<file path="src/rtl/gconv_pkg.sv">
// shared types, sizes and codes for the 5x5 gray convolution filter
// no dependencies; imported by every other file of the block

package gconv_pkg;

    localparam int MAX_WIDTH  = 1024;
    localparam int MAX_HEIGHT = 4096;

    localparam int CH_W      = 8;
    localparam int PIX_W     = 16;
    localparam int COL_W     = 10;
    localparam int ROW_W     = 12;
    localparam int WREG_W    = 11;
    localparam int HREG_W    = 13;
    localparam int COEF_W    = 12;
    localparam int KSIZE     = 5;
    localparam int KROW_W    = COEF_W * KSIZE;
    localparam int LINES     = 4;
    localparam int SLOT_W    = 2;
    localparam int PROD_W    = PIX_W + 1 + COEF_W;
    localparam int RSUM_W    = PROD_W + 3;
    localparam int SUM_W     = PROD_W + 5;
    localparam int FRAC_W    = 8;
    localparam int CONV_W    = 25;
    localparam int CFG_IDX_W = 4;
    localparam int PIPE_DEPTH = 6;

    localparam logic [CH_W-1:0] GRAY_WR = 8'd77;
    localparam logic [CH_W-1:0] GRAY_WG = 8'd151;
    localparam logic [CH_W-1:0] GRAY_WB = 8'd28;

    localparam logic [WREG_W-1:0] WIDTH_MAX  = WREG_W'(MAX_WIDTH);
    localparam logic [HREG_W-1:0] HEIGHT_MAX = HREG_W'(MAX_HEIGHT);

    typedef enum logic [CFG_IDX_W-1:0] {
        CFG_GRAY_MODE = 4'd0,
        CFG_WIDTH     = 4'd1,
        CFG_HEIGHT    = 4'd2,
        CFG_KERNEL_A  = 4'd3,
        CFG_KERNEL_B  = 4'd4,
        CFG_KERNEL_C  = 4'd5,
        CFG_KERNEL_D  = 4'd6,
        CFG_KERNEL_E  = 4'd7
    } cfg_reg_t;

    // side information that travels with each pixel down the pipeline
    typedef struct packed {
        logic [PIX_W-1:0] gray;
        logic             conv;
        logic [ROW_W-1:0] row;
        logic [COL_W-1:0] col;
        logic             last;
    } stage_info_t;

endpackage

</file>
<file path="src/rtl/gconv_cell.sv">
// one window cell: holds a pixel, passes it on, forms its weighted product
// depends on gconv_pkg

module gconv_cell
    import gconv_pkg::*;
(
    input  logic                     clk,
    input  logic                     rst_n,
    input  logic                     shift_en,
    input  logic                     prod_en,
    input  logic [PIX_W-1:0]         pix_in,
    input  logic signed [COEF_W-1:0] coef,
    output logic [PIX_W-1:0]         pix_out,
    output logic signed [PROD_W-1:0] prod
);

    logic [PIX_W-1:0]         pix_reg;
    logic signed [PROD_W-1:0] prod_reg;
    logic signed [PROD_W-1:0] prod_next;

    assign prod_next = $signed({1'b0, pix_reg}) * coef;

    always_ff @(posedge clk or negedge rst_n)
    begin
        if (!rst_n)
        begin
            pix_reg <= '0;
        end
        else if (shift_en)
        begin
            pix_reg <= pix_in;
        end
    end

    always_ff @(posedge clk)
    begin
        if (prod_en)
        begin
            prod_reg <= prod_next;
        end
    end

    assign pix_out = pix_reg;
    assign prod    = prod_reg;

endmodule

</file>
<file path="config.mk">
export PLATFORM = sky130hd
export DESIGN_NAME = gconv_cell
export DESIGN_NICKNAME = d
export VERILOG_FILES = /design/src/rtl/gconv_pkg.sv /design/src/rtl/gconv_cell.sv
export SDC_FILE = /design/constraint.sdc
export NUM_CORES = 1
export LEC_CHECK = 0
export ABC_AREA = 1
export BUFFER_PORTS_ARGS = -buffer_cell sky130_fd_sc_hd__buf_4
export CAP_MARGIN = 20
export CORE_ASPECT_RATIO = 0.9
export CORE_MARGIN = 4
export CORE_UTILIZATION = 30
export CTS_BUF_LIST = sky130_fd_sc_hd__clkbuf_8
export CTS_CLUSTER_DIAMETER = 80
export DETAILED_ROUTE_END_ITERATION = 6
export GPL_TIMING_DRIVEN = 0
export PLACE_DENSITY = 0.45
export SYNTH_ARGS = -nofsm -noshare
export SYNTH_HDL_FRONTEND = slang
export SYNTH_SLANG_ARGS = --single-unit
</file>
<file path="constraint.sdc">
create_clock -name clk -period 13.8 [get_ports clk]
set_input_delay 0.69 -clock clk [delete_from_list [all_inputs] [get_ports clk]]
set_output_delay 0.69 -clock clk [all_outputs]
set_load 0.03 [all_outputs]
</file>
==> summary.md <==
The endpoint class of the critical path was a flop. The time the final worst path needs with I/O delays and setup came out at 5.778 ns. The mapped netlist covers 0.008553 mm2. The filler cells instantiated in the layout total 3086.

During placement, the flow inserted port buffers numbering 65. The worst-case clock buffer depth came out at 2. Summed over all instances, the cell type with the most area after synthesis is fa_1. Setup repair after global routing left no endpoint under its margin. In this run the tightest slew margin relative to its limit is 37.55%. The cell sitting at the root of the clock tree is a clkbuf_8.

In the final layout, the multi-input gates occupy 0.005888 mm2. Async set-or-reset flop fraction in the synthesized netlist: 35.56%. The tools report the total half-perimeter wirelength after legalization and detailed placement as 20010 um. The clock latency reported for the late side of the worst-skew pair came out at 0.35 ns. Between clock sinks in the finished design, the worst skew comes to 0.01851 ns. The global-route wire length before repair was 38570 um; the final weighted congestion of routability-driven global placement was 0.8374. Summing over every cut layer, the via total after detailed routing is 6677.

Data on the critical path arrives at its endpoint at 5.88 ns. For this design, the CTS-stage hold fixing added 0 buffers. Final cycle utilization of the critical path: 41.87%. Along the worst path, the maximum fanout reaches 10. By area the synthesized netlist is led by fa_1 33%, nand2_1 15%, inv_1 14%.

The logs give 0 for the number of antenna violations at the first check in global routing and 0 for the DRC violation count after routing. The clock transition time at the flip-flop clock pins of the worst setup and hold paths works out to 0.13 ns. STA classifies the critical path startpoint as an input pin. The mean instance size in the synthesized netlist was 7.740 um2; the number of enable-type register cells in the synthesized netlist was 29.

0 antenna diodes ended up in the layout. Top flip-flop cell by instance count after synthesis: edfxtp_1. The height of the chip was 168.2 um.

Leading cell type by number of instances after synthesis: nand2_1. The DRC marker count from the first detailed-route iteration is 291. The floorplan step set the die width to 186.0 um. The number of setup buffers added after CTS is 0. From synthesis to final layout, the design area changed by 12.04%.

In this run the remaining antenna-violating nets after routing total 0. The slew at the pin closest to its max-slew limit was 0.9368 ns; the effective utilization at floorplan was 30.53%. The first detailed-routing pass ran for 4 iterations. The gate count after technology mapping is 1105, and the proportion of netlist area held by the largest area contributor is 33.00%. After synthesis, the most frequently instantiated cells are 343 x nand2_1, 329 x inv_1, 141 x fa_1, 84 x ha_1, 34 x clkbuf_1. The logs give 0 ns for the summed negative setup slack over all endpoints and 58 for the standard-cell row count. Type of the worst setup path: input pin to flop.

The via count of the first global-routing pass is 7100, and the number of different library cells in the post-synthesis netlist is 25. For this run, the total global-route usage over all layers was measured as 16.07%. The Yosys step of the flow raised 0 warnings. The register with the most flip-flops in the layout has 29 of them. The count of instances resized after the clock tree is built came out at 0. TritonCTS built the clock tree. Max-cap violations in this run came to 0. Summing the sequential cell areas from Yosys gives 14.86% of the chip area. In this run the count of I/O pins placed on the die edge is 77. For the final hold violation count, the log shows 0. Synthesis produced a netlist with a net count of 1362. The run gives 0 as the final number of max-transition violations. Global routing finished with a remaining overflow of 0. Static timing analysis puts the maximum clock frequency at 173.1 MHz. Clock tree synthesis inserted a total of 5 buffers.

The floorplan core area is 0.02801 mm2, and the detailed-route wire length per cell is 15.38 um. The H-tree was split into 2 levels. The run gives 30 as the maximum number of pins on one net before global-route repair. Data on the critical path is required at its endpoint by 13.90 ns. After detailed routing, the number of vias per cell comes to 4.341. The fraction of layout cells with a size suffix above 1 was 8.829%; the final routed wirelength across all metal layers was 23660 um. At the end of the flow, the number of nets in the layout was 1434. For the final number of setup-violating endpoints, the log shows 0.

The min-delay analysis places its worst path in the category input pin to async pin. The tree built by TritonCTS fans out to 45 sinks. Register area: 0.001271 mm2. The synthesized design contains 45 register bits. The tools report the area enclosed by the die boundary as 0.03128 mm2. The run finished with clean final reports.
## final timing paths
path	from	endpoint	slack, ns	cells past startpoint
hold reg to reg	pix_out[2]	pix_out[2]	0.63	1
hold / removal	rst_n	pix_out[7]	0.20	1
max in group asynchronous	rst_n	pix_out[5]	13.37	1
setup reg to reg	pix_out[9]	prod[24]	8.31	18
min in group clk	pix_in[13]	pix_out[13]	0.56	3
setup / recovery	coef[6]	prod[24]	8.02	19
## kinds of logic after synthesis
kind of cell / after synthesis / share of synthesized area [%]
simple gates: 424 / 19.87
buf+inv: 371 / 16.30
fa+ha+maj: 225 / 45.29
flops: 45 / 14.86
compound gates: 17 / 1.039
xor+xnor: 13 / 1.331
mux: 10 / 1.317
## worst max-delay path, stage by stage
cell	delay (ns)
clkbuf_1	0.44
clkbuf_1	0.52
nand2_1	0.16
fa_1	0.56
inv_1	0.06
fa_1	0.55
fa_1	0.46
fa_1	0.50
inv_1	0.05
fa_1	0.50
inv_1	0.05
ha_1	0.39
nand2_2	0.12
nor2_2	0.24
nand2_1	0.10
nor2_2	0.21
nand2_1	0.11
nand4_1	0.10
nand2_1	0.06
## layer usage
metal	GRT usage, %	share of wire [%]	vias to the layer above
met5	0	0	-
met4	2.059	0.90	0
met3	1.966	3.0	13
met2	27.64	48	99
met1	22.33	48	3281
li1	-	-	3284
## cells in the final DEF, fill, tap and decap left out, types with 2 or more instances in the layout
master        n
nand3_2       2
nand4_1       5
fa_1        141
ha_1         84
edfxtp_1     29
nor2_2        7
inv_1       329
clkinvlp_4    3
mux2_2       10
a21oi_1      10
dfrtp_1      16
clkbuf_8      5
o21ai_0       6
nor3_1        2
xor2_1        8
nand2_1     343
nand3_1      22
nor2_4        2
buf_4        65
clkbuf_1     34
nor2_1       33
nand2_2       7
buf_1         6
xnor2_1       5
## through the flow
stage	hold slack [ns]	instances	utilization [%]	cell area (um2)	setup slack [ns]
after global routing	0.2040	1538	34.21	9583	7.732
after CTS	0.1895	1538	34.21	9583	8.068
after floorplan	0.3944	1105	-	8553	8.701
after global placement	0.5885	1530	33.88	9492	7.707
final	0.1995	1538	34.21	9583	8.022
after detailed placement	0.5890	1530	33.88	9492	7.702
## layout make-up
type,instances,share of cell area [%]
clock inverters,3,0.2350
multi-input cells,689,61.44
clock buffers,5,0.7181
well taps,360,4.700
inverters,330,12.93
plain buffers,41,1.619
flip-flops and latches,45,13.27
repair buffers,65,5.092
Power is left out: the tool's default activity adds up to more than one toggle a clock period on the data nets, which glitch-free logic cannot reach.
