## src/rtl/gconv_pkg.sv

```systemverilog
// shared types, sizes and codes for the 5x5 gray convolution filter
// no dependencies; imported by every other file of the block

package gconv_pkg;

    localparam int MAX_WIDTH  = 1024;
    localparam int MAX_HEIGHT = 4096;

    localparam int CH_W      = 8;
    localparam int PIX_W     = 16;
    localparam int COL_W     = 10;
    localparam int ROW_W     = 12;
    localparam int WREG_W    = 11;
    localparam int HREG_W    = 13;
    localparam int COEF_W    = 12;
    localparam int KSIZE     = 5;
    localparam int KROW_W    = COEF_W * KSIZE;
    localparam int LINES     = 4;
    localparam int SLOT_W    = 2;
    localparam int PROD_W    = PIX_W + 1 + COEF_W;
    localparam int RSUM_W    = PROD_W + 3;
    localparam int SUM_W     = PROD_W + 5;
    localparam int FRAC_W    = 8;
    localparam int CONV_W    = 25;
    localparam int CFG_IDX_W = 4;
    localparam int PIPE_DEPTH = 6;

    localparam logic [CH_W-1:0] GRAY_WR = 8'd77;
    localparam logic [CH_W-1:0] GRAY_WG = 8'd151;
    localparam logic [CH_W-1:0] GRAY_WB = 8'd28;

    localparam logic [WREG_W-1:0] WIDTH_MAX  = WREG_W'(MAX_WIDTH);
    localparam logic [HREG_W-1:0] HEIGHT_MAX = HREG_W'(MAX_HEIGHT);

    typedef enum logic [CFG_IDX_W-1:0] {
        CFG_GRAY_MODE = 4'd0,
        CFG_WIDTH     = 4'd1,
        CFG_HEIGHT    = 4'd2,
        CFG_KERNEL_A  = 4'd3,
        CFG_KERNEL_B  = 4'd4,
        CFG_KERNEL_C  = 4'd5,
        CFG_KERNEL_D  = 4'd6,
        CFG_KERNEL_E  = 4'd7
    } cfg_reg_t;

    // side information that travels with each pixel down the pipeline
    typedef struct packed {
        logic [PIX_W-1:0] gray;
        logic             conv;
        logic [ROW_W-1:0] row;
        logic [COL_W-1:0] col;
        logic             last;
    } stage_info_t;

endpackage

```

## src/rtl/gconv_sum.sv

```systemverilog
// registered adder tree over the 25 cell products, then scaling by 1/256
// depends on gconv_pkg; row sums first, then the total

module gconv_sum
    import gconv_pkg::*;
(
    input  logic                     clk,
    input  logic                     row_en,
    input  logic                     total_en,
    input  logic signed [PROD_W-1:0] prod [KSIZE][KSIZE],
    output logic signed [CONV_W-1:0] conv_q
);

    logic signed [RSUM_W-1:0] rsum_reg  [KSIZE];
    logic signed [RSUM_W-1:0] rsum_next [KSIZE];
    logic signed [SUM_W-1:0]  total_reg;
    logic signed [SUM_W-1:0]  total_next;
    logic signed [SUM_W-1:0]  biased;

    always_comb
    begin
        for (int r = 0; r < KSIZE; r++)
        begin
            rsum_next[r] = '0;
            for (int c = 0; c < KSIZE; c++)
            begin
                rsum_next[r] = rsum_next[r] + RSUM_W'(prod[r][c]);
            end
        end
    end

    always_comb
    begin
        total_next = '0;
        for (int r = 0; r < KSIZE; r++)
        begin
            total_next = total_next + SUM_W'(rsum_reg[r]);
        end
    end

    always_ff @(posedge clk)
    begin
        if (row_en)
        begin
            rsum_reg <= rsum_next;
        end
        if (total_en)
        begin
            total_reg <= total_next;
        end
    end

    // truncate toward zero: negative sums get 255 added before the shift
    assign biased = total_reg + (total_reg[SUM_W-1] ? SUM_W'(255) : SUM_W'(0));
    assign conv_q = biased[CONV_W+FRAC_W-1:FRAC_W];

endmodule

```

## config.mk

```make
export PLATFORM = sky130hd
export DESIGN_NAME = gconv_sum
export DESIGN_NICKNAME = d
export VERILOG_FILES = /design/src/rtl/gconv_pkg.sv /design/src/rtl/gconv_sum.sv
export SDC_FILE = /design/constraint.sdc
export NUM_CORES = 1
export LEC_CHECK = 0
export BUFFER_PORTS_ARGS = -buffer_cell sky130_fd_sc_hd__clkbuf_2
export CAP_MARGIN = 15
export CORE_AREA = 2 2 294 296
export CTS_BUF_LIST = sky130_fd_sc_hd__clkbuf_16
export CTS_CLUSTER_SIZE = 14
export DETAILED_ROUTE_END_ITERATION = 7
export DIE_AREA = 0 0 296 298
export SYNTH_ARGS = -nofsm -noshare
export SYNTH_HDL_FRONTEND = slang
export SYNTH_SLANG_ARGS = --single-unit
export TNS_END_PERCENT = 20
```

## constraint.sdc

```tcl
create_clock -name clk -period 5.7 [get_ports clk]
set_input_delay 1.14 -clock clk [delete_from_list [all_inputs] [get_ports clk]]
set_output_delay 1.14 -clock clk [all_outputs]
set_load 0.02 [all_outputs]
```

==> results of run 1 <==
## metal layers
metal	global-route usage, %	up-vias	share of wire (%)
met3	3.051	59	5.0
met4	3.247	6	1.3
met2	36.77	644	51
met5	0	-	0.046
met1	27.29	12520	42
li1	-	12850	-
## area by class of cell
class / count / share of cell area [%]
Timing Repair Buffer: 762 / 9.896
Inverter: 1642 / 15.85
Clock buffer: 17 / 1.094
Multi-Input combinational cell: 1983 / 54.20
Sequential cell: 194 / 14.98
Antenna cell: 3 / 0.01931
Tap cell: 1144 / 3.682
Clock inverter: 15 / 0.2768
## how the worst max path moves through the flow
stage / to / start / slack [ns]
finish: rsum_reg[29]$_DFFE_PP_ / prod[1] / 0.46
global route: rsum_reg[29]$_DFFE_PP_ / prod[1] / 0.27
CTS: rsum_reg[29]$_DFFE_PP_ / prod[1] / 0.52
detailed placement: rsum_reg[29]$_DFFE_PP_ / prod[1] / 0.06
global placement: rsum_reg[29]$_DFFE_PP_ / prod[1] / 0.17
floorplan: rsum_reg[31]$_DFFE_PP_ / prod[1] / 0.72
## stage by stage
step	utilization, %	instance area [um2]
after floorplan	-	33250
after global placement	45.17	38340
after detailed placement	45.17	38340
after CTS	45.80	38870
after global routing	45.81	38880
final	45.81	38880
## layout by cell type (no fill, tap or decap), drive strengths merged, types with 6 or more instances in the layout
cell type	Yosys	routed
and3	24	24
nor2b	10	10
inv	1642	1650
and2	8	8
o21ai	105	105
and4	7	7
buf	7	10
o21a	20	20
nand2	118	118
nand4	29	29
xnor2	136	136
nor3	43	43
edfxtp	194	194
fa	542	542
a41oi	7	7
nand3	48	48
a21o	99	99
or3	6	6
clkbuf	40	769
o21bai	28	28
xor2	57	57
a31oi	20	20
o211ai	21	21
ha	201	201
a21oi	205	205
a211oi	24	24
o31ai	6	6
nand2b	15	15
nor2	123	123
a21boi	8	8
## cells in the mapped netlist (48+ instances only)
library cell,number
inv_1,1642
fa_1,542
a21oi_1,203
ha_1,201
edfxtp_1,194
xnor2_1,136
nor2_1,123
nand2_1,118
a21o_1,99
o21ai_0,93
xor2_1,57
nand3_1,48
## cell families after synthesis
logic type | synth area share (%)
XOR/XNOR | 5.084
AO/OA/AOI/OAI | 11.43
flip-flops | 17.52
multiplexers | 0.03011
buffers and inverters | 19.10
adder cells (fa/ha/maj) | 40.20
AND/OR/NAND/NOR | 6.638
==> flow_summary_export.csv, run 1 <==
group,metric,value,unit
floorplan,rows,107,
detailed_routing,wl,91120,um
yosys,synth-seq-cells,194,
clock_tree,clk_latency,0.46,ns
floorplan,io_pins,753,
sta,setup_viol,0,
detailed_routing,ant_nets,0,
global_route,overflow,0,
sta,tightest_slew,0.9446,ns
finish,finalNonFillerCells,5760,
hold_path,hp-class,"flop to flop",
global_route,grt_pass1_vias,26450,
sta,finalCritPeriodShare,92.00,%
floorplan,core-area,84880,um2
sta,whs,0.5796,ns
finish,largest_reg_flops,160,
critical_path,cp_max_fo,4,
job,drv_cap,0,
finish,num-nets-final,6071,
yosys,avgSynthCellArea,8.600,um2
sta,rsz0062_at_grt,"false",
clock_tree,cts_made_buffers,17,
detailed_routing,remaining_drc_errors,0,
critical_path,r2r-end,"total_reg[27]$_DFFE_PP_",
place,place_ws,0.05950,ns
yosys,syn-num-nets,5337,
yosys,synth_cells,3866,
critical_path,reg2reg_depth,15,
critical_path,worst-path-buf-inv,4,
finish,filler_cell_count,8692,
yosys,netlist_area,33250,um2
hold_path,hold_path_depth,1,
clock_tree,cts_tree,"yes",
detailed_routing,drt-initial-drc-count,1345,
sta,tns,0,ns
place,gp_congestion,0.9434,
finish,final_layout_size_suffix_gt1_share,17.78,%
yosys,yosysWarningCount,0,
global_route,antenna_found_initial,6,
yosys,synth_area_leader_cell,"fa_1",
clock_tree,postCtsSetupBuffers,0,
critical_path,critPathTopFamily,"adder cells",
critical_path,path_cells,"clkbuf_2 -> inv_1 -> fa_1 -> fa_1 -> fa_1 -> inv_1 -> ha_1 -> inv_1 -> fa_1 -> nor2b_1 -> o31a_1 -> nor3_1 -> o311ai_0 -> a21oi_1 -> nor3_1 -> o21ai_0 -> xnor2_1",
critical_path,worstSetupEndpointType,"flop",
detailed_routing,dr_total_vias,26070,
clock_tree,h-tree-depth,4,
yosys,synth_top_area_share,32.63,%
critical_path,crit_top_cell,"fa_1",
yosys,synth_edf_count,194,
place,hpwl,83180,um
detailed_routing,wire_per_inst,15.82,um
yosys,synthTopCellsByArea,"fa_1, inv_1, edfxtp_1, ha_1, xnor2_1",
critical_path,startpoint_type,"primary input",
yosys,synth_cell_types,76,
global_route,grt_pass1_wl,139800,um
sta,layout_setup_ws,0.4558,ns
clock_tree,clk_pin_slew,0.08,ns
run_status,status,"finished clean",
sta,max_freq,0.1907,GHz
clock_tree,cts-root-buf,"clkbuf_16",
critical_path,cp_num_cells,17,
clock_tree,clock_sinks,194,
yosys,synth_seq_area_share,17.52,%
critical_path,slowest_delay,0.56,ns
yosys,synth-main-ff-cell,"edfxtp_1",
sta,finalClockSkew,0.01096,ns
finish,area_delta_synth_final,16.94,%
floorplan,dieArea,88210,um2
floorplan,die_w,296,um
detailed_routing,avgViaCountPerCell,4.527,
critical_path,cp_slowest_cell,"fa_1",
sta,final.min_clock_period,5.244,ns
sta,max_slew_margin,37.03,%
yosys,synth_async_sr_flop_share,0,%
clock_tree,hold_buffers,0,
hold_path,min_from,"rsum_reg[128]$_DFFE_PP_",
clock_tree,clock_path_buffers,2,
critical_path,r2r_start,"rsum_reg[33]$_DFFE_PP_",
sta,hold_violations,0,
place,dp.cells,5725,
floorplan,die_h,298,um
floorplan,initial_core_util,39.17,%
sta,slew_violations,0,
place,portBuffers,752,
global_route,grt_max_degree,97,
global_route,gr-usage-all-layers,20.80,%
critical_path,critical_path_class,"primary input to flop",
critical_path,r2r_setup_slack,0.73,ns
finish,seq_area,5826,um2
detailed_routing,drtPass1Iterations,7,
finish,multi_input_area,21070,um2
clock_tree,cts_resized,0,
critical_path,critPathArrivalTime,5.45,ns
hold_path,min_to,"total_reg[0]$_DFFE_PP_",
critical_path,required,5.90,ns
Power of run 1 is left out: the tool's default activity adds up to more than one toggle a clock period on the data nets, which glitch-free logic cannot reach.
==> inputs of run 2 (changes only) <==
--- a/config.mk
+++ b/config.mk
@@ -7,11 +7,14 @@
 export LEC_CHECK = 0
 export BUFFER_PORTS_ARGS = -buffer_cell sky130_fd_sc_hd__clkbuf_2
 export CAP_MARGIN = 15
-export CORE_AREA = 2 2 294 296
+export CELL_PAD_IN_SITES_DETAIL_PLACEMENT = 1
+export CELL_PAD_IN_SITES_GLOBAL_PLACEMENT = 1
+export CORE_AREA = 2 2 293 295
 export CTS_BUF_LIST = sky130_fd_sc_hd__clkbuf_16
 export CTS_CLUSTER_SIZE = 14
 export DETAILED_ROUTE_END_ITERATION = 7
-export DIE_AREA = 0 0 296 298
+export DIE_AREA = 0 0 295 297
+export PLACE_DENSITY_LB_ADDON = 0.1
 export SYNTH_ARGS = -nofsm -noshare
 export SYNTH_HDL_FRONTEND = slang
 export SYNTH_SLANG_ARGS = --single-unit
==> run 2 against run 1 <==
Critical path type unchanged; routed wire length is 5.2% higher; final cell count is 0.23% higher; register-to-register slack worse by 0.17 ns; count of clock-buffer cells in the layout stayed put; flip-flop and latch count stayed put; clock skew is 0.00081 ns higher; via count is 1.6% higher; highest routed layer is now met4; non-clock buffer count is 12 higher.
==> flow_summary_export.csv, run 2 (synthesis results as in run 1) <==
group,metric,value,unit
run_status,status,"finished clean",
critical_path,worstSetupEndpointType,"flop",
critical_path,cp_max_fo,5,
critical_path,r2r-end,"total_reg[33]$_DFFE_PP_",
finish,final_common_cell,"inv_1",
sta,finalClockSkew,0.01177,ns
sta,tns,0,ns
critical_path,required,5.91,ns
detailed_routing,wl,95850,um
floorplan,initial_core_util,39.36,%
critical_path,r2r_setup_slack,0.56,ns
finish,area_delta_synth_final,17.47,%
floorplan,dieArea,87620,um2
place,portBuffers,752,
clock_tree,cts-root-buf,"clkbuf_16",
finish,layout_common_cells,"inv_1, clkbuf_2, fa_1, a21oi_1, ha_1",
clock_tree,hold_buffers,0,
global_route,grt_pass1_wl,150800,um
detailed_routing,dr_total_vias,26490,
detailed_routing,drt-initial-drc-count,1112,
detailed_routing,drtPass1Iterations,7,
detailed_routing,ant_nets,0,
detailed_routing,wire_per_inst,16.60,um
detailed_routing,remaining_drc_errors,0,
clock_tree,cts_resized,0,
hold_path,hp-class,"flop to flop",
floorplan,die_h,297,um
sta,setup_viol,0,
finish,finalNonFillerCells,5773,
sta,max_freq,0.1843,GHz
global_route,antenna_found_initial,5,
sta,tightest_slew,0.9592,ns
job,drv_cap,0,
critical_path,endpoint,"rsum_reg[159]$_DFFE_PP_",
sta,slew_violations,0,
finish,final_layout_size_suffix_gt1_share,17.99,%
critical_path,startpoint_type,"primary input",
clock_tree,cts_tree,"yes",
sta,hold_violations,0,
critical_path,critical_path_class,"primary input to flop",
critical_path,cp-startpoint,"prod[586]",
critical_path,critPathArrivalTime,5.64,ns
sta,rsz0062_at_grt,"false",
detailed_routing,avgViaCountPerCell,4.588,
clock_tree,clk_latency,0.47,ns
place,gp_congestion,0.8939,
global_route,overflow,0,
floorplan,die_w,295,um
floorplan,core-area,84480,um2
global_route,grt_pass1_vias,28950,
sta,finalCritPeriodShare,95.19,%
clock_tree,cts_made_buffers,17,
global_route,grt_max_degree,89,
clock_tree,h-tree-depth,4,
finish,largest_reg_flops,160,
clock_tree,postCtsSetupBuffers,0,
floorplan,io_pins,753,
clock_tree,clock_sinks,194,
place,dp.cells,5737,
clock_tree,clk_pin_slew,0.08,ns
sta,final.min_clock_period,5.426,ns
finish,seq_area,5826,um2
finish,filler_cell_count,10340,
finish,multi_input_area,21070,um2
critical_path,reg2reg_depth,15,
place,hpwl,87690,um
critical_path,r2r_start,"rsum_reg[33]$_DFFE_PP_",
sta,max_slew_margin,36.05,%
finish,num-nets-final,6083,
global_route,gr-usage-all-layers,22.41,%
hold_path,min_from,"rsum_reg[128]$_DFFE_PP_",
clock_tree,clock_path_buffers,2,
floorplan,rows,107,
-- run 2: cell types whose count changed in the layout (fill, tap and decap cells not counted) --
cell and change:
buf_4 +11, bufinv_16 +3, clkinvlp_4 -3, clkinv_4 +2, buf_12 +1, clkinv_1 +1
clkinv_2 -1, diode_2 +1, inv_1 -1, inv_6 -1
-- run 2: metal layers --
layer / vias to the layer above / GRT usage, % / share of wire [%]
li1: 12860 / - / -
met1: 13040 / 26.88 / 40
met2: 500 / 42.05 / 54
met3: 91 / 2.839 / 4.2
met4: 0 / 5.296 / 2.3
met5: - / 0 / 0
-- run 2: worst min-delay path by stage --
| stage | to | slack, ns | cells past startpoint |
|---|---|---|---|
| after floorplan | total_reg[0]$_DFFE_PP_ | 0.53 | 1 |
| after global placement | total_reg[0]$_DFFE_PP_ | 0.63 | 1 |
| after CTS | total_reg[0]$_DFFE_PP_ | 0.64 | 1 |
| after global routing | total_reg[0]$_DFFE_PP_ | 0.64 | 1 |
| after detailed placement | total_reg[0]$_DFFE_PP_ | 0.61 | 1 |
| final | total_reg[0]$_DFFE_PP_ | 0.62 | 1 |
-- run 2: metrics by stage --
step	hold WS, ns	worst slack, ns	utilization, %	cell area (um2)
3_3_place_gp	0.6285	-0.08901	45.51	38440
2_1_floorplan	0.5256	0.7217	-	33250
6_report	0.6215	0.2741	46.23	39060
5_1_grt	0.6417	0.03061	46.23	39060
3_5_place_dp	0.6136	-0.1385	45.51	38440
4_1_cts	0.6408	0.3509	46.22	39050
-- run 2: layout make-up --
cell class,count,share of cell area (%)
repair buffers,774,10.11
inverters,1642,15.78
diodes,4,0.02563
clock buffers,17,1.089
clock inverters,15,0.4581
well taps,1144,3.665
multi-input cells,1983,53.95
flip-flops and latches,194,14.92
-- run 2: worst max-delay path, stage by stage --
cell       delay (ns)
clkbuf_2         0.07
inv_1            0.05
fa_1             0.54
inv_1            0.06
fa_1             0.48
inv_1            0.05
fa_1             0.47
inv_1            0.04
ha_1             0.37
o211ai_1         0.14
a21oi_1          0.11
o21ai_0          0.54
a21oi_1          0.15
buf_4            0.18
a2111oi_0        0.70
o21ai_0          0.24
a21oi_1          0.22
xnor2_1          0.08
Power of run 2 is left out for the same reason.
